`src/design/tga_rle_pkg.sv`:
```
// ----------------------------------------------------------------------------
// TGA RLE decoder package
// Register indexes, field widths and the result word type.
// ----------------------------------------------------------------------------
package tga_rle_pkg;

	localparam int CFG_IDX_W = 2;
	localparam int CFG_DATA_W = 32;
	localparam int COUNT_W = 32;

	// register indexes
	localparam logic [CFG_IDX_W-1:0] REG_RLE_MODE = 2'd0;
	localparam logic [CFG_IDX_W-1:0] REG_BPP = 2'd1;
	localparam logic [CFG_IDX_W-1:0] REG_PIXEL_COUNT = 2'd2;

	localparam logic [2:0] BPP_RESET = 3'd4;
	localparam logic [COUNT_W-1:0] PIXEL_COUNT_RESET = 32'd1;
	localparam logic [7:0] REPEAT_FLAG = 8'd128;
	localparam logic [7:0] ALPHA_OPAQUE = 8'hFF;
	localparam logic [7:0] MAX_RUN = 8'd128;

	typedef struct packed {
		logic [7:0] chan0;
		logic [7:0] chan1;
		logic [7:0] chan2;
		logic [7:0] chan3;
		logic [7:0] repeat_res;
		logic last_of_image;
	} pixel_t;

endpackage

```
`src/design/tga_pixel_rle_decoder.sv`:
```
// ----------------------------------------------------------------------------
// TGA pixel RLE decoder
// Rebuilds pixels from the raw or run-length encoded pixel data of a TGA file.
// ----------------------------------------------------------------------------
// Usage:
//   Input channel: one data_byte word per accepted handshake (in_valid high,
//   in_stall low). Output channel: one pixel word (chan0..chan3, repeat_res,
//   last_of_image) per completed pixel; header bytes and bytes after the
//   image end give no word.
//   Config port: cfg_wr_en with cfg_index 0 rle_mode, 1 bytes_per_pixel,
//   2 pixel_count. Any valid write restarts decoding. Write only when idle.
//   Path: an accepted byte lands in the input register; the word of the pixel
//   that it completes is then written into the output register.
//   Throughput: one byte per cycle unless out_stall holds a word, set by the
//   single pass from input register via packet/pixel update to output register.
//   Stall: when out_stall holds a word, the output register keeps it; the
//   input register still drains into an empty output slot, and in_stall rises
//   only when the input register holds a byte and the output word is stuck.
//   Reset: rle_mode 0, bytes_per_pixel 4, pixel_count 1, both registers empty.
// ----------------------------------------------------------------------------
module tga_pixel_rle_decoder (
	input  logic                               clk,
	input  logic                               arst_n,
	input  logic                               cfg_wr_en,
	input  logic [tga_rle_pkg::CFG_IDX_W-1:0]  cfg_index,
	input  logic [tga_rle_pkg::CFG_DATA_W-1:0] cfg_data,
	input  logic                               in_valid,
	output logic                               in_stall,
	input  logic [7:0]                         data_byte,
	output logic                               out_valid,
	input  logic                               out_stall,
	output logic [7:0]                         chan0,
	output logic [7:0]                         chan1,
	output logic [7:0]                         chan2,
	output logic [7:0]                         chan3,
	output logic [7:0]                         repeat_res,
	output logic                               last_of_image
);
	import tga_rle_pkg::*;

	// configuration
	logic               rle_mode_q;
	logic [2:0]         bpp_q;
	logic [COUNT_W-1:0] pixel_count_q;
	logic               cfg_hit;

	// decode state
	logic [7:0]         packet_left_q;
	logic               in_repeat_q;
	logic [1:0]         byte_index_q;
	logic [23:0]        partial_q;
	logic [COUNT_W-1:0] pixels_left_q;
	logic               done_q;

	// input register
	logic               valid_s1;
	logic [7:0]         byte_s1;

	// output register
	logic               out_valid_q;
	pixel_t             out_q;

	// per-byte decode
	logic               out_free;
	logic               take;
	logic               is_header;
	logic [2:0]         n_eff;
	logic [2:0]         byte_next;
	logic               pix_end;
	logic               produce;
	logic [23:0]        partial_d;
	logic [31:0]        partial_ext;
	logic [7:0]         ch [4];
	logic [7:0]         rep;
	logic [7:0]         rep_trim;
	logic [COUNT_W-1:0] pixels_left_d;
	pixel_t             pix_d;

	assign cfg_hit = cfg_wr_en && (cfg_index == REG_RLE_MODE || cfg_index == REG_BPP
		|| cfg_index == REG_PIXEL_COUNT);

	// output slot can take a new word this cycle
	assign out_free = !out_valid_q || !out_stall;
	assign in_stall = valid_s1 && !out_free;
	assign take = valid_s1 && out_free && !done_q;
	assign is_header = rle_mode_q && (packet_left_q == 8'd0);

	always_comb begin
		case (bpp_q) inside
			3'd0, 3'd1: n_eff = 3'd1;
			3'd2: n_eff = 3'd2;
			3'd3: n_eff = 3'd3;
			default: n_eff = 3'd4;
		endcase
	end

	assign byte_next = {1'b0, byte_index_q} + 3'd1;
	assign pix_end = (byte_next >= n_eff);
	assign produce = take && !is_header && pix_end;

	// byte lands in its slot of the partial pixel
	always_comb begin
		partial_d = partial_q;
		case (byte_index_q)
			2'd0: partial_d[7:0] = byte_s1;
			2'd1: partial_d[15:8] = byte_s1;
			2'd2: partial_d[23:16] = byte_s1;
			default: partial_d = partial_q;
		endcase
	end

	// earlier bytes, this byte, then opaque fill; grey copies to all four
	assign partial_ext = {ALPHA_OPAQUE, partial_q};
	always_comb begin
		for (int k = 0; k < 4; k++) begin
			if (n_eff == 3'd1) begin
				ch[k] = byte_s1;
			end else if (k < int'(byte_index_q)) begin
				ch[k] = partial_ext[8*k +: 8];
			end else if (k == int'(byte_index_q)) begin
				ch[k] = byte_s1;
			end else begin
				ch[k] = ALPHA_OPAQUE;
			end
		end
	end

	// run length, trimmed at the image end
	assign rep = (rle_mode_q && in_repeat_q) ? packet_left_q : 8'd1;
	assign rep_trim = (pixels_left_q < {{(COUNT_W-8){1'b0}}, rep}) ?
		pixels_left_q[7:0] : rep;
	assign pixels_left_d = pixels_left_q - {{(COUNT_W-8){1'b0}}, rep_trim};

	always_comb begin
		pix_d.chan0 = ch[0];
		pix_d.chan1 = ch[1];
		pix_d.chan2 = ch[2];
		pix_d.chan3 = ch[3];
		pix_d.repeat_res = rep_trim;
		pix_d.last_of_image = (pixels_left_d == '0);
	end

	always_ff @(posedge clk or negedge arst_n) begin
		if (!arst_n) begin
			rle_mode_q <= 1'b0;
			bpp_q <= BPP_RESET;
			pixel_count_q <= PIXEL_COUNT_RESET;
			packet_left_q <= '0;
			in_repeat_q <= 1'b0;
			byte_index_q <= '0;
			partial_q <= '0;
			pixels_left_q <= PIXEL_COUNT_RESET;
			done_q <= 1'b0;
		end else if (cfg_hit) begin
			case (cfg_index)
				REG_RLE_MODE: rle_mode_q <= cfg_data[0];
				REG_BPP: bpp_q <= cfg_data[2:0];
				REG_PIXEL_COUNT: pixel_count_q <= cfg_data;
				default: rle_mode_q <= rle_mode_q;
			endcase
			// restart; pixels_left picks up the new count if that is the one written
			packet_left_q <= '0;
			in_repeat_q <= 1'b0;
			byte_index_q <= '0;
			partial_q <= '0;
			if (cfg_index == REG_PIXEL_COUNT) begin
				pixels_left_q <= cfg_data;
				done_q <= (cfg_data == '0);
			end else begin
				pixels_left_q <= pixel_count_q;
				done_q <= (pixel_count_q == '0);
			end
		end else if (take) begin
			if (is_header) begin
				// header: literal below 128, else repeat run
				if (byte_s1 < REPEAT_FLAG) begin
					packet_left_q <= byte_s1 + 8'd1;
					in_repeat_q <= 1'b0;
				end else begin
					packet_left_q <= byte_s1 - (MAX_RUN - 8'd1);
					in_repeat_q <= 1'b1;
				end
			end else if (!pix_end) begin
				partial_q <= partial_d;
				byte_index_q <= byte_index_q + 2'd1;
			end else begin
				partial_q <= '0;
				byte_index_q <= '0;
				if (rle_mode_q) begin
					packet_left_q <= in_repeat_q ? 8'd0 : packet_left_q - 8'd1;
				end
				pixels_left_q <= pixels_left_d;
				if (pixels_left_d == '0) begin
					done_q <= 1'b1;
				end
			end
		end
	end

	// input register: refills whenever it is not held
	always_ff @(posedge clk or negedge arst_n) begin
		if (!arst_n) begin
			valid_s1 <= 1'b0;
		end else if (!in_stall) begin
			valid_s1 <= in_valid;
		end
	end

	always_ff @(posedge clk) begin
		if (!in_stall && in_valid) begin
			byte_s1 <= data_byte;
		end
	end

	// output register
	always_ff @(posedge clk or negedge arst_n) begin
		if (!arst_n) begin
			out_valid_q <= 1'b0;
		end else if (out_free) begin
			out_valid_q <= produce;
		end
	end

	always_ff @(posedge clk) begin
		if (produce) begin
			out_q <= pix_d;
		end
	end

	assign out_valid = out_valid_q;
	assign chan0 = out_q.chan0;
	assign chan1 = out_q.chan1;
	assign chan2 = out_q.chan2;
	assign chan3 = out_q.chan3;
	assign repeat_res = out_q.repeat_res;
	assign last_of_image = out_q.last_of_image;

endmodule

```
`config.mk`:
```
export PLATFORM = sky130hd
export DESIGN_NAME = tga_pixel_rle_decoder
export DESIGN_NICKNAME = d
export VERILOG_FILES = /design/src/design/tga_rle_pkg.sv /design/src/design/tga_pixel_rle_decoder.sv
export SDC_FILE = /design/constraint.sdc
export NUM_CORES = 1
export LEC_CHECK = 0
export BUFFER_PORTS_ARGS = -buffer_cell sky130_fd_sc_hd__buf_4
export CORE_UTILIZATION = 30
export CTS_CLUSTER_SIZE = 20
export DETAILED_ROUTE_END_ITERATION = 8
export HOLD_SLACK_MARGIN = 0.05
export PLACE_DENSITY_LB_ADDON = 0.12
export SYNTH_ARGS = -nofsm -noshare
export SYNTH_HDL_FRONTEND = slang
export SYNTH_SLANG_ARGS = --single-unit
export TNS_END_PERCENT = 30
```
`constraint.sdc`:
```
create_clock -name clk -period 9.75 [get_ports clk]
set_input_delay 1.4625 -clock clk [delete_from_list [all_inputs] [get_ports clk]]
set_output_delay 1.4625 -clock clk [all_outputs]
set_load 0.005 [all_outputs]
```
==> impl_metrics.yaml <==
clock_network:
  tritoncts_num_sinks: 155
  cts_resized: 0
  postCtsSetupBuffers: 0
  cts_root_buf: "clkbuf_16"
  cts_buffers: 17
  htree_levels: 4
  cts.hold.buffers_added: 0
  tritoncts: "built"
  clk_latency_ps: 430
  cts_buffer_depth: 2
  clk_pin_slew_ps: 70
synth:
  synth_top_family_by_area: "simple AND/OR/NAND/NOR gates"
  yosysSeqAreaShare: 0.470
  syn_area_um2: 8790
  yosys.area_share.simple: 0.183
  synth_most_common_cell: "dfrtp_1"
  synth_xor_area_frac: 0.0377
  ys.warnings.count: 0
  ys_ff_latch: 155
  syn_nets: 944
  ys_top_cells_by_area: "dfrtp_1, edfxtp_1, mux2_2"
  synth_largest_area_cell: "dfrtp_1"
  synth_compound_area_frac: 0.182
  yosysTopAreaCellShare: 0.293
  synth_edf_count: 49
  yosys-mux-area-fraction: 0.0547
  synth_common_cells: "dfrtp_1, nand2_1, clkbuf_1, nor2_1, edfxtp_1"
  yosysUniqueCellTypes: 76
  syn_avg_cell_area_um2: 10.1
  netlist_instances: 873
  async_reset_ff_frac: 0.684
  synth_adder_area_share: 0.0350
  synth-main-ff-cell: "dfrtp_1"
sta:
  slew-limit-headroom: 0.247
  drv_slew: 0
  hold_viol_final: 0
  finalSetupTns_ps: 0
  worstMarginPinSlew_ps: 1130
  finalCritPeriodShare: 0.656
  fin_skew_ps: 12.6
  rsz0062_at_grt: "no"
  fmax_mhz: 156
  hold-worst-slack_ps: 496
  setup_violations: 0
  period_minus_slack_ps: 6390
placement:
  place_inst: 1295
  port_buffers: 89
  dpl.hpwl_mm: 20.6
  place_congestion: 0.898
floorplanning:
  rows: 62
  die_w_um: 173
  die-area_um2: 30000
  io_pins: 90
  initial_core_util: 0.305
  fp.dieH_um: 173
  core_um2: 28800
global_routing:
  antenna_found_initial: 0
  gr-total-overflow: 0
  grt_max_degree: 55
  grt_pass1_vias: 7165
  grt_pass1_wl_mm: 43.9
  grt_use_total: 0.192
setup_path:
  path_cells: "or4_1 -> or4_1 -> or4_4 -> nor2_1 -> nand2_1 -> o21a_1 -> ha_1 -> nand2_1 -> nor3b_1 -> or4_1 -> and4_1 -> o2111ai_1 -> a2111oi_0 -> nand4bb_1 -> or4b_1 -> o22ai_2"
  crit_top_cell: "or4_1"
  cp_slowest_stage_delay_ps: 800
  slowest_stage: "nor3b_1"
  required_ps: 10100
  arrival_ps: 6740
  crit_path_end_kind: "flip-flop"
  path_class: "reg2reg"
  startpoint_type: "flip-flop"
  cp_max_fo: 11
finish:
  reg.largest.list: "pixel_count_q: 32 flops, pixels_left_q: 32 flops, partial_q: 24 flops"
  nNetsFinal: 1001
  drive_gt1_frac: 0.199
  fillers: 2945
  antenna_cells: 0
  stdcell_count: 1327
  area_growth_pct: 18.0
drt:
  vias: 7232
  drc: 0
  routedWlPerCell_um: 21.6
  ant_nets: 0
  vias_per_cell: 5.45
  drtIter0Drc: 572
  first_pass_iters: 6
  routed_wl_mm: 28.6
pwr:
  powerDensity_nw_per_um2: 237
  vdd_drop_max_mv: 0.135
  leakage_nw: 3.99
  power.total_mw: 2.46
run_status:
  status: "completed"
worst_hold_path:
  hp-class: "reg2reg"
flow_run:
  cap_violations: 0
[metal layers]
layer / share of wire / wire, um / GRT usage / vias to the layer above
li1: - / - / - / 3420
met1: 0.46 / 13100 / 0.257 / 3553
met2: 0.48 / 13700 / 0.312 / 219
met3: 0.040 / 1150 / 0.0334 / 40
met4: 0.023 / 662 / 0.0667 / 0
met5: 0 / 0 / 0 / -
[worst paths after layout]
kind	startpoint	cells after the start	slack, ps	to
max	pixels_left_q[21]	16	3360	done_q
min	partial_q[5]	1	500	partial_q[5]
max reg2reg	pixels_left_q[21]	16	3360	done_q
min reg2reg	partial_q[5]	1	500	partial_q[5]
max in group asynchronous	arst_n	2	7450	packet_left_q[4]
min in group asynchronous	arst_n	1	1080	pixel_count_q[26]
[layout by cell type, fill, tap and decap left out, types with 4 or more instances in the layout]
cell	instances
nand2b_1	18
a22o_1	6
o31ai_1	8
ha_1	23
and2_1	6
clkbuf_16	17
a32o_1	24
xnor2_1	22
o22a_1	16
inv_1	25
and4_1	4
or2_2	8
nor3_1	31
buf_4	95
xor2_1	14
or4_1	8
nand2_1	81
nor2_1	50
and3_1	4
o21ai_0	45
a21o_1	4
o221ai_1	14
o21a_1	8
dfrtp_1	103
nand4_1	10
a21oi_1	39
mux2_2	36
o311a_1	5
nor4_1	23
nand3_1	25
or3_1	10
a31oi_1	4
nand4b_1	5
edfxtp_1	49
inv_8	6
o211ai_1	9
mux2i_1	6
o22ai_1	14
[report_power, final]
| part | switching [mW] | internal, mW |
|---|---|---|
| registers | 0.142 | 0.816 |
| clock network | 0.320 | 0.368 |
| logic | 0.484 | 0.326 |
[metrics by stage]
step | utilization | worst slack (ps) | area, um2
2_1_floorplan | - | 4040 | 8790
3_3_place_gp | 0.339 | 3520 | 9760
3_5_place_dp | 0.339 | 3390 | 9760
4_1_cts | 0.360 | 3360 | 10400
5_1_grt | 0.360 | 2860 | 10400
6_report | 0.360 | 3360 | 10400
[worst max-delay path, delay by kind of cell (launching register included)]
family / cells / cell delay [ps]
compound gates: 4 / 810
fa+ha+maj: 1 / 450
flops: 1 / 460
simple gates: 11 / 4590
[layout make-up]
class | count | area (um2) | share of cell area
repair buffers | 95 | 713 | 0.0688
multi-input cells | 635 | 4350 | 0.419
clock buffers | 17 | 425 | 0.0410
well taps | 384 | 480 | 0.0463
flip-flops and latches | 155 | 4130 | 0.398
inverters | 26 | 97.6 | 0.00941
clock inverters | 15 | 179 | 0.0173
[logic make-up (layout without fill, tap and decap cells)]
family,after synthesis,in the layout
multiplexers,43,43
buffers and inverters,83,153
adder cells (fa/ha/maj),24,24
flip-flops,155,155
AO/OA/AOI/OAI,225,225
XOR/XNOR,37,37
AND/OR/NAND/NOR,306,306
Power figures use the tool's default switching activity.
